### src/life_automaton_grid_assert.svh
// ---------------------------------------------------------------------------
// life_automaton_grid assertion macros
// Concurrent assertion wrappers, empty when SYNTHESIS is defined.
// ---------------------------------------------------------------------------
`ifndef LIFE_AUTOMATON_GRID_ASSERT_SVH
`define LIFE_AUTOMATON_GRID_ASSERT_SVH

`ifndef SYNTHESIS
// Checked on clk, held off while arst_n is low.
`define LAG_ASSERT(label, prop, msg) \
	label: assert property (@(posedge clk) disable iff (!arst_n) (prop)) else $error(msg);
// Checked on clk, also during reset.
`define LAG_ASSERT_ALWAYS(label, prop, msg) \
	label: assert property (@(posedge clk) (prop)) else $error(msg);
`else
`define LAG_ASSERT(label, prop, msg)
`define LAG_ASSERT_ALWAYS(label, prop, msg)
`endif

`endif

### src/lag_pkg.sv
// ---------------------------------------------------------------------------
// lag_pkg
// Shared constants, types and helpers of the life automaton grid.
// ---------------------------------------------------------------------------
`default_nettype none

package lag_pkg;

	localparam int GRID_SIZE  = 16;
	localparam int DUMP_MAX   = 16;
	localparam int DUMP_COUNT = (GRID_SIZE < DUMP_MAX) ? GRID_SIZE : DUMP_MAX;
	localparam int CNT_W      = $clog2(GRID_SIZE);
	localparam int ROW_PAD    = (GRID_SIZE > DUMP_MAX) ? GRID_SIZE : DUMP_MAX;

	localparam logic [1:0] ACT_WRITE   = 2'd0;
	localparam logic [1:0] ACT_ADVANCE = 2'd1;
	localparam logic [1:0] ACT_DUMP    = 2'd2;

	typedef logic [GRID_SIZE-1:0] row_t;

	typedef struct packed {
		logic shift;
		logic wr_alive;
		row_t wr_mask;
	} lag_ctl_t;

	function automatic logic [15:0] to_row_bits(input row_t r);
		logic [ROW_PAD-1:0] pad;
		pad = ROW_PAD'(r);
		return pad[15:0];
	endfunction

endpackage

`default_nettype wire

### src/lag_row_cell.sv
// ---------------------------------------------------------------------------
// lag_row_cell
// One grid row; loads from its neighbor on shift, or takes a single-cell write.
// ---------------------------------------------------------------------------
`default_nettype none

module lag_row_cell (
	input  wire logic              clk,
	input  wire logic              arst_n,
	input  wire lag_pkg::lag_ctl_t ctl,
	input  wire logic              wr_en,
	input  wire lag_pkg::row_t     shift_in,
	output      lag_pkg::row_t     row_q
);

	always_ff @(posedge clk or negedge arst_n) begin
		if (!arst_n) begin
			row_q <= '0;
		end else if (ctl.shift) begin
			row_q <= shift_in;
		end else if (wr_en) begin
			if (ctl.wr_alive) begin
				row_q <= row_q | ctl.wr_mask;
			end else begin
				row_q <= row_q & ~ctl.wr_mask;
			end
		end
	end

endmodule

`default_nettype wire

### src/lag_rule.sv
// ---------------------------------------------------------------------------
// lag_rule
// B3/S23 next state of one row from the rows above, at and below it.
// ---------------------------------------------------------------------------
`default_nettype none

module lag_rule (
	input  wire lag_pkg::row_t up,
	input  wire lag_pkg::row_t mid,
	input  wire lag_pkg::row_t down,
	output      lag_pkg::row_t next_row
);

	lag_pkg::row_t up_l, up_r, mid_l, mid_r, down_l, down_r;

	// shifted copies, dead cells enter at the edges
	assign up_l   = up << 1;
	assign up_r   = up >> 1;
	assign mid_l  = mid << 1;
	assign mid_r  = mid >> 1;
	assign down_l = down << 1;
	assign down_r = down >> 1;

	always_comb begin
		logic [3:0] n;
		for (int c = 0; c < lag_pkg::GRID_SIZE; c++) begin
			n = 4'(up_l[c]) + 4'(up[c]) + 4'(up_r[c]) + 4'(mid_l[c]) + 4'(mid_r[c])
				+ 4'(down_l[c]) + 4'(down[c]) + 4'(down_r[c]);
			next_row[c] = (n == 4'd3) || (mid[c] && (n == 4'd2));
		end
	end

endmodule

`default_nettype wire

### src/life_automaton_grid.sv
// ---------------------------------------------------------------------------
// life_automaton_grid
// Game of Life grid held in a ring of row cells, written, advanced and dumped.
// ---------------------------------------------------------------------------
//  channel | dir | handshake         | payload
//  s_*     | in  | s_tvalid/s_tready | s_tdata: action, row, col, alive
//  m_*     | out | m_tvalid/m_tready | m_tdata: row_index, row_bits; m_tlast: last
//
//  Write: applied when accepted. Advance: the accept cycle and one turn of
//  the row ring while the rule unit replaces the head row. Dump: one turn
//  of the row ring, one row per cycle through the output register while a
//  low m_tready does not hold it.
//  s_tready is low while an advance or dump is under way.
//  Reset clears the grid to all dead and empties the output register.
// ---------------------------------------------------------------------------
`default_nettype none

module life_automaton_grid (
	input  wire logic        clk,
	input  wire logic        arst_n,
	input  wire logic        s_tvalid,
	output      logic        s_tready,
	input  wire logic [15:0] s_tdata,   // action[1:0], row[5:2], col[9:6], alive[10], zero
	output      logic        m_tvalid,
	input  wire logic        m_tready,
	output      logic [23:0] m_tdata,   // row_index[3:0], row_bits[19:4], zero
	output      logic        m_tlast
);

	`include "life_automaton_grid_assert.svh"

	localparam int N = lag_pkg::GRID_SIZE;
	localparam int W = lag_pkg::CNT_W;

	localparam logic [1:0] ST_IDLE = 2'd0;
	localparam logic [1:0] ST_ADV  = 2'd1;
	localparam logic [1:0] ST_DUMP = 2'd2;

	logic [1:0]        state_q;
	logic [W-1:0]      cnt_q;
	lag_pkg::row_t     prev_q;
	lag_pkg::row_t     rows [N];
	lag_pkg::row_t     tail_in;
	lag_pkg::row_t     down_row;
	lag_pkg::row_t     new_row;
	lag_pkg::lag_ctl_t ctl;
	logic [N-1:0]      row_hit;

	logic [1:0]  s_action;
	logic [3:0]  s_row;
	logic [3:0]  s_col;
	logic        s_alive;
	logic        in_acc;
	logic        cnt_end;
	logic        in_dump_range;
	logic        out_free;
	logic        out_load;
	logic        dump_step;
	logic        adv_step;

	logic [3:0]  out_index_q;
	logic [15:0] out_bits_q;
	logic        out_last_q;
	logic        out_valid_q;

	assign s_action = s_tdata[1:0];
	assign s_row    = s_tdata[5:2];
	assign s_col    = s_tdata[9:6];
	assign s_alive  = s_tdata[10];

	assign s_tready = (state_q == ST_IDLE);
	assign in_acc   = s_tvalid && s_tready;

	assign cnt_end       = (cnt_q == W'(N - 1));
	assign in_dump_range = ({1'b0, cnt_q} < (W + 1)'(lag_pkg::DUMP_COUNT));
	assign out_free      = !out_valid_q || m_tready;
	assign dump_step     = (state_q == ST_DUMP) && (!in_dump_range || out_free);
	assign out_load      = dump_step && in_dump_range;
	assign adv_step      = (state_q == ST_ADV);

	// write decode
	always_comb begin
		ctl.shift    = dump_step || adv_step;
		ctl.wr_alive = s_alive;
		ctl.wr_mask  = (int'(s_col) < N) ? (N'(1) << s_col) : '0;
		for (int i = 0; i < N; i++) begin
			row_hit[i] = in_acc && (s_action == lag_pkg::ACT_WRITE) && (int'(s_row) == i);
		end
	end

	assign down_row = cnt_end ? '0 : rows[1];
	assign tail_in  = adv_step ? new_row : rows[0];

	lag_rule u_rule (
		.up       (prev_q),
		.mid      (rows[0]),
		.down     (down_row),
		.next_row (new_row)
	);

	for (genvar i = 0; i < N; i++) begin : g_row
		lag_row_cell u_cell (
			.clk      (clk),
			.arst_n   (arst_n),
			.ctl      (ctl),
			.wr_en    (row_hit[i]),
			.shift_in ((i == N - 1) ? tail_in : rows[(i + 1) % N]),
			.row_q    (rows[i])
		);
	end

	always_ff @(posedge clk or negedge arst_n) begin
		if (!arst_n) begin
			state_q <= ST_IDLE;
			cnt_q   <= '0;
		end else begin
			case (state_q)
				ST_IDLE: begin
					cnt_q <= '0;
					if (in_acc && (s_action == lag_pkg::ACT_ADVANCE)) begin
						state_q <= ST_ADV;
					end else if (in_acc && (s_action == lag_pkg::ACT_DUMP)) begin
						state_q <= ST_DUMP;
					end
				end
				ST_ADV, ST_DUMP: begin
					if (ctl.shift) begin
						cnt_q <= cnt_q + W'(1);
						if (cnt_end) begin
							state_q <= ST_IDLE;
							cnt_q   <= '0;
						end
					end
				end
				default: begin
					state_q <= ST_IDLE;
				end
			endcase
		end
	end

	// row above the head during an advance, dead above the top row
	always_ff @(posedge clk) begin
		if (state_q == ST_IDLE) begin
			prev_q <= '0;
		end else if (adv_step) begin
			prev_q <= rows[0];
		end
	end

	always_ff @(posedge clk or negedge arst_n) begin
		if (!arst_n) begin
			out_valid_q <= 1'b0;
		end else if (out_load) begin
			out_valid_q <= 1'b1;
		end else if (m_tready) begin
			out_valid_q <= 1'b0;
		end
	end

	always_ff @(posedge clk) begin
		if (out_load) begin
			out_index_q <= 4'(cnt_q);
			out_bits_q  <= lag_pkg::to_row_bits(rows[0]);
			out_last_q  <= (cnt_q == W'(lag_pkg::DUMP_COUNT - 1));
		end
	end

	assign m_tvalid = out_valid_q;
	assign m_tdata  = {4'b0, out_bits_q, out_index_q};
	assign m_tlast  = out_last_q;

	`LAG_ASSERT(a_load_in_dump, out_load |-> (state_q == ST_DUMP), "row load outside dump")
	`LAG_ASSERT(a_top_edge_dead, (adv_step && (cnt_q == '0)) |-> (prev_q == '0),
		"row above top row not dead")
	`LAG_ASSERT(a_busy_exit,
		(state_q != ST_IDLE) |=> ((state_q == $past(state_q)) || (state_q == ST_IDLE)),
		"busy state left to other than idle")
	`LAG_ASSERT(a_no_load_stalled, (out_valid_q && !m_tready) |-> !out_load,
		"output register overwritten while stalled")

endmodule

`default_nettype wire

### config.mk
export PLATFORM = sky130hd
export DESIGN_NAME = life_automaton_grid
export DESIGN_NICKNAME = d
export VERILOG_FILES = /design/src/lag_pkg.sv /design/src/lag_row_cell.sv /design/src/lag_rule.sv /design/src/life_automaton_grid.sv
export VERILOG_INCLUDE_DIRS = /design/src /design/src/src
export SDC_FILE = /design/constraint.sdc
export NUM_CORES = 1
export LEC_CHECK = 0
export ABC_AREA = 0
export BUFFER_PORTS_ARGS = -buffer_cell sky130_fd_sc_hd__buf_2
export CAP_MARGIN = 10
export CORE_MARGIN = 8
export CORE_UTILIZATION = 54
export DETAILED_ROUTE_END_ITERATION = 12
export PLACE_DENSITY = 0.71
export SLEW_MARGIN = 20
export SYNTH_ARGS = -nofsm -noshare
export SYNTH_HDL_FRONTEND = slang
export SYNTH_SLANG_ARGS = --single-unit
### constraint.sdc
create_clock -name clk -period 4.7 [get_ports clk]
set_clock_uncertainty 0.05 [all_clocks]
set_input_delay 0.94 -clock clk [delete_from_list [all_inputs] [get_ports clk]]
set_output_delay 0.94 -clock clk [all_outputs]
set_load 0.1 [all_outputs]
==> results of run 1 <==
==> metrics by stage <==
step | setup slack (ns) | util, % | total power, mW
2_1_floorplan | 0.8914 | - | 8.812
3_3_place_gp | 0.7199 | 55.09 | 10.14
4_1_cts | 0.6338 | 58.75 | 13.13
5_1_grt | 0.3908 | 58.75 | 14.08
6_report | 0.6151 | 58.75 | 13.13
3_5_place_dp | 0.6552 | 55.10 | 10.39
==> worst min-delay path by stage <==
stage                  start              to  depth (start not counted)
finish              register        register                          2
global route        cnt_q[3]  out_index_q[3]                          0
CTS                 register        register                          2
detailed placement  register        register                          2
global placement    register        register                          2
floorplan           register        register                          2
==> report_power, final <==
part | internal (mW) | leakage (nW) | switching (mW)
clock | 1.66 | 0.564 | 1.05
sequential | 3.70 | 3.73 | 0.610
combinational | 1.75 | 3.19 | 4.35
==> metal layers <==
metal	part of all wire (%)	up-vias	GRT usage, %
li1	-	6243	-
met1	44	6718	31.82
met2	48	391	38.96
met3	5.2	72	2.572
met4	2.2	0	6.864
met5	0	-	0
==> layout make-up <==
type                       count  area, sq um  share of cell area [%]
clock inverter                 9        123.9                  0.6751
clock buffer                  51         1017                   5.544
tap                          402        503.0                   2.741
timing repair buffer          86        600.6                   3.273
inverter                     135        511.7                   2.789
sequential                   300         7532                   41.05
multi-input combinational   1138         8059                   43.92
==> layout by cell type (no fill, tap or decap), types with 10 or more instances in the layout <==
cell type	instances
a31oi_1	104
a211oi_1	23
buf_2	36
o21ai_0	172
nor4_4	16
mux2i_1	22
a21oi_1	356
dfrtp_1	263
edfxtp_1	21
o31ai_1	159
clkbuf_16	36
buf_4	46
a21oi_2	10
nor3_1	22
fa_1	60
nor2b_1	11
ha_1	48
o21ai_1	10
dfxtp_1	16
nor2_1	40
nand2_1	26
inv_1	134
==> kinds of logic after synthesis <==
group                    count (synthesis)
buffers and inverters                  300
AO/OA/AOI/OAI                          854
AND/OR/NAND/NOR                        149
other                                    1
adder cells (fa/ha/maj)                109
multiplexers                            22
flip-flops                             300
==> tightest hold or removal path, delay by kind of cell (launching register included) <==
family         cells  cell delay (ns)
AO/OA/AOI/OAI      2             0.13
flip-flops         1             0.34
==> results.json, run 1 <==
{
  "rr_worst_depth": 11,
  "leakagePower_nw": 7.487,
  "status": "finished, final reports clean",
  "ctsHoldBuffers": 0,
  "dp_cells": 2061,
  "mappedNetlistArea_sq_mm": 0.01693,
  "clock_latency_ns": 0.52,
  "endpoint_kind": "register",
  "pin_count": 47,
  "setup_viol": 0,
  "grt_max_degree": 125,
  "synth_fa_ha_area_share_pct": 10.72,
  "power.density_mw_per_mm2": 715.5,
  "crit_top_cell": "fa_1",
  "clockBufferDepth": 3,
  "dpl_cell_area_sq_mm": 0.01721,
  "synthArstFlopShare_pct": 87.67,
  "track_usage_pct": 23.31,
  "yosysTopAreaCell": "dfrtp_1",
  "worst_ep_arrival_time_ns": 4.46,
  "crit_start": "cnt_q[0]",
  "synth_flop_cell": "dfrtp_1",
  "crit_family": "adder cells",
  "clkSinkCount": 300,
  "die-area_sq_mm": 0.03728,
  "yosysSeqAreaShare_pct": 44.49,
  "wl_um": 42480,
  "synth_compound_area_share_pct": 29.24,
  "ys_types": 53,
  "synth_top_family_by_area": "compound AO/OA/AOI/OAI gates",
  "synthTopCellsByArea": "dfrtp_1 39%, a21oi_1 11%, fa_1 7.1%",
  "cpMaxStageDelayCell": "fa_1",
  "grt-ovfl-total": 0,
  "routedWlPerCell_um": 20.03,
  "irDropWorstVdd_mv": 0.5308,
  "synth_top_area_share_pct": 38.87,
  "final_cells": 2121,
  "synth_edf_count": 21,
  "clockRootBuffer": "clkbuf_16",
  "cp_slowest_stage_delay_ns": 0.55,
  "antenna_found_initial": 1,
  "antenna_cells": 0,
  "drive_gt1_share_pct": 10.65,
  "min_period_ns": 4.085,
  "grt_pass1_wl_um": 70120,
  "muxShareOfSynthArea_pct": 1.301,
  "period_share_pct": 86.91,
  "cts.clk_slew.worst_paths_ns": 0.06,
  "start_util_pct": 54.21,
  "post-synth-top-count-cell": "a21oi_1",
  "drc": 0,
  "grt_pass1_vias": 13247,
  "port_buffers": 37,
  "yosys_warnings": 0,
  "ys_top_cells_by_count": "357 x a21oi_1, 263 x dfrtp_1, 176 x o21ai_0",
  "synth-seq-cells": 300,
  "max_freq_mhz": 244.8,
  "rsz0062_at_grt": "no",
  "final_max_slew_viol_count": 0,
  "path_cells": "ha_1 > nand3_1 > buf_4 > nand2_1 > fa_1 > fa_1 > fa_1 > fa_1 > nor4b_1 > o211ai_1 > a41oi_1",
  "syn2layout_area_growth_pct": 8.365,
  "setup_tns_ns": 0,
  "hold_viol_final": 0,
  "die_w_um": 193.1,
  "dr.pass1.iters": 5,
  "numCtsBuffers": 34,
  "crit_path_start_kind": "register",
  "fin_area_sq_mm": 0.01835,
  "ant_nets": 0,
  "cp_num_buf_inv": 1,
  "maxCapViolations": 0,
  "die_h_um": 193.1,
  "cts_tree": "built",
  "std_cell_rows": 65,
  "crit_cells": 11,
  "core_sq_mm": 0.03123,
  "nFillCells": 2672,
  "cp_max_fo": 18,
  "holdWs_ns": 0.4531,
  "post_cts_buffers": 0,
  "synth.avg_cell_area_sq_um": 9.759,
  "worst_slew_pin_slew_ns": 1.000,
  "nets": 1824,
  "cts-resized-gates": 0,
  "path_class": "register to register",
  "vias": 13424,
  "vias_per_cell": 6.329,
  "drtIter0Drc": 1167,
  "htreeDepth": 2,
  "dp_hpwl_um": 27930,
  "rrSetupSlack_ns": 0.62,
  "synth-xor-area-share_pct": 0,
  "maxSlewHeadroom_pct": 32.82,
  "syn_inst": 1735,
  "regToRegStartpoint": "cnt_q[0]",
  "yosys.area_share.simple_pct": 6.089,
  "hold_class": "register to register",
  "cp.required_ns": 5.07,
  "gp_congestion": 0.8458
}
Note: power is estimated with default switching activity, not from simulation.
==> run 2, diff against run 1 <==
Settings changed: CORE_UTILIZATION 54 to 63, PLACE_DENSITY 0.71 to 0.8, SKIP_CTS_REPAIR_TIMING set to 1.
==> run 2 against run 1 <==
  * Hold slack got worse by 0.061 ns
  * First-iteration DRC count decreased by 6.5%
  * Critical path depth increased by 3
  * Wire length decreased by 1.3%
  * Register-to-register slack got worse by 0.098 ns
  * Largest cell class unchanged
  * Die area decreased by 13%
  * Final cell count decreased by 3.1%
==> results.json, run 2 (synthesis results as in run 1) <==
{
  "status": "finished, final reports clean",
  "htreeDepth": 1,
  "dp_cells": 1998,
  "nets": 1818,
  "dp_hpwl_um": 27620,
  "setup_viol": 0,
  "cp.required_ns": 5.04,
  "final_cell_mix": "356 x a21oi_1, 263 x dfrtp_1, 167 x o21ai_0, 159 x o31ai_1, 134 x inv_1",
  "vias_per_cell": 6.653,
  "nFillCells": 1956,
  "dr.pass1.iters": 5,
  "crit_top_cell": "fa_1",
  "cts_tree": "built",
  "pin_count": 47,
  "syn2layout_area_growth_pct": 7.072,
  "grt_pass1_wl_um": 69120,
  "std_cell_rows": 60,
  "dpl_cell_area_sq_mm": 0.01710,
  "swShare_pct": 46.62,
  "period_share_pct": 88.99,
  "gp_congestion": 0.8743,
  "cp_slowest_stage_delay_ns": 0.53,
  "rsz0062_at_grt": "no",
  "p_switching_mw": 6.024,
  "worst_ep_arrival_time_ns": 4.52,
  "die_w_um": 179.9,
  "crit_start": "cnt_q[0]",
  "port_buffers": 37,
  "antenna_found_initial": 2,
  "wl_um": 41910,
  "holdWs_ns": 0.3925,
  "cpMaxStageDelayCell": "fa_1",
  "clockRootBuffer": "clkbuf_16",
  "combPwrFrac_pct": 47.4,
  "die-area_sq_mm": 0.03238,
  "regToRegStartpoint": "cnt_q[0]",
  "cp_max_fo": 18,
  "irDropWorstVdd_mv": 0.6051,
  "p_clk_share_pct": 19.1,
  "grt-ovfl-total": 0,
  "finish.utilization_pct": 68.02,
  "track_usage_pct": 25.54,
  "drive_gt1_share_pct": 10.39,
  "worst_slew_pin_slew_ns": 1.043,
  "min_period_ns": 4.183,
  "maxCapViolations": 0,
  "setup_tns_ns": 0,
  "leakagePower_nw": 7.414,
  "drtIter0Drc": 1091,
  "ant_nets": 0,
  "routedWlPerCell_um": 20.38,
  "grt_max_degree": 126,
  "cts.clk_slew.worst_paths_ns": 0.06,
  "drc": 0,
  "layout_setup_ws_ns": 0.5175,
  "endpoint_kind": "register",
  "clockBufferDepth": 3,
  "hold_class": "input port to asynchronous set/reset pin",
  "hold_viol_final": 0,
  "clkSinkCount": 300,
  "path_cells": "ha_1 > nand3_1 > buf_4 > nand2_1 > fa_1 > fa_1 > inv_1 > fa_1 > inv_1 > fa_1 > nand3b_1 > a211oi_1 > a211oi_1 > a31oi_1",
  "path_class": "register to register",
  "pre_cts_slack_ns": 0.5524,
  "finalPower_mw": 12.92,
  "crit_path_start_kind": "register",
  "die_h_um": 179.9,
  "max_freq_mhz": 239.1,
  "maxSlewHeadroom_pct": 30.45,
  "final_max_slew_viol_count": 0,
  "fin_area_sq_mm": 0.01813,
  "vias": 13678,
  "p_int_mw": 6.897,
  "grt_pass1_vias": 13502,
  "numCtsBuffers": 30,
  "power.density_mw_per_mm2": 712.7,
  "clock_latency_ns": 0.56,
  "core_sq_mm": 0.02665,
  "final_common_cell": "a21oi_1",
  "start_util_pct": 63.53,
  "final_cells": 2056,
  "sequentialPowerShare_pct": 33.5
}
## run 2: cell types whose count changed in the layout (fill, tap and decap cells not counted), sizes merged
cell / before / now
clkinvlp: 0 / 1
diode: 0 / 2
clkinv: 5 / 7
buf: 86 / 84
clkbuf: 51 / 43
inv: 136 / 137
## run 2: per-layer routing
metal | vias to the layer above | routed length (um) | global-route usage [%]
met4 | 0 | 1587 | 10.50
met3 | 106 | 2794 | 3.710
li1 | 6214 | - | -
met2 | 550 | 20100 | 42.61
met1 | 6808 | 17430 | 33.15
met5 | - | 0 | 0
## run 2: power groups by stage
stage / Clock (mW) / Combinational, mW / Sequential, mW
2_1_floorplan: 0 / 4.32 / 4.49
3_3_place_gp: 0 / 5.74 / 4.31
3_5_place_dp: 0 / 6.01 / 4.35
4_1_cts: 2.49 / 6.04 / 4.32
5_1_grt: 2.58 / 6.76 / 4.45
6_report: 2.46 / 6.13 / 4.33
## run 2: layout make-up
class                      instances  area [sq um]  share of cell area, %
inverter                         135         511.7                  2.823
timing repair buffer              84         573.1                  3.161
clock inverter                    13         145.1                 0.8006
multi-input combinational       1138          8064                  44.48
clock buffer                      43         870.8                  4.804
tap                              341         426.7                  2.354
antenna                            2         5.005                0.02761
sequential                       300          7532                  41.55
## run 2: final timing paths
path	cells past startpoint	slack (ns)	endpoint
worst max register to register	14	0.52	register
worst min-delay path	1	0.39	m_tvalid
worst min register to register	0	0.44	out_index_q[3]
worst max-delay path	14	0.52	register
max in group asynchronous	2	3.01	asynchronous set/reset pin
min in group clk	0	0.44	out_index_q[3]
## run 2: worst max-delay path, delay by kind of cell (launching register included)
family / cells / cell delay [ns]
compound gates: 3 / 0.65
fa+ha+maj: 5 / 1.90
buf+inv: 3 / 0.47
flops: 1 / 0.44
simple gates: 3 / 0.50
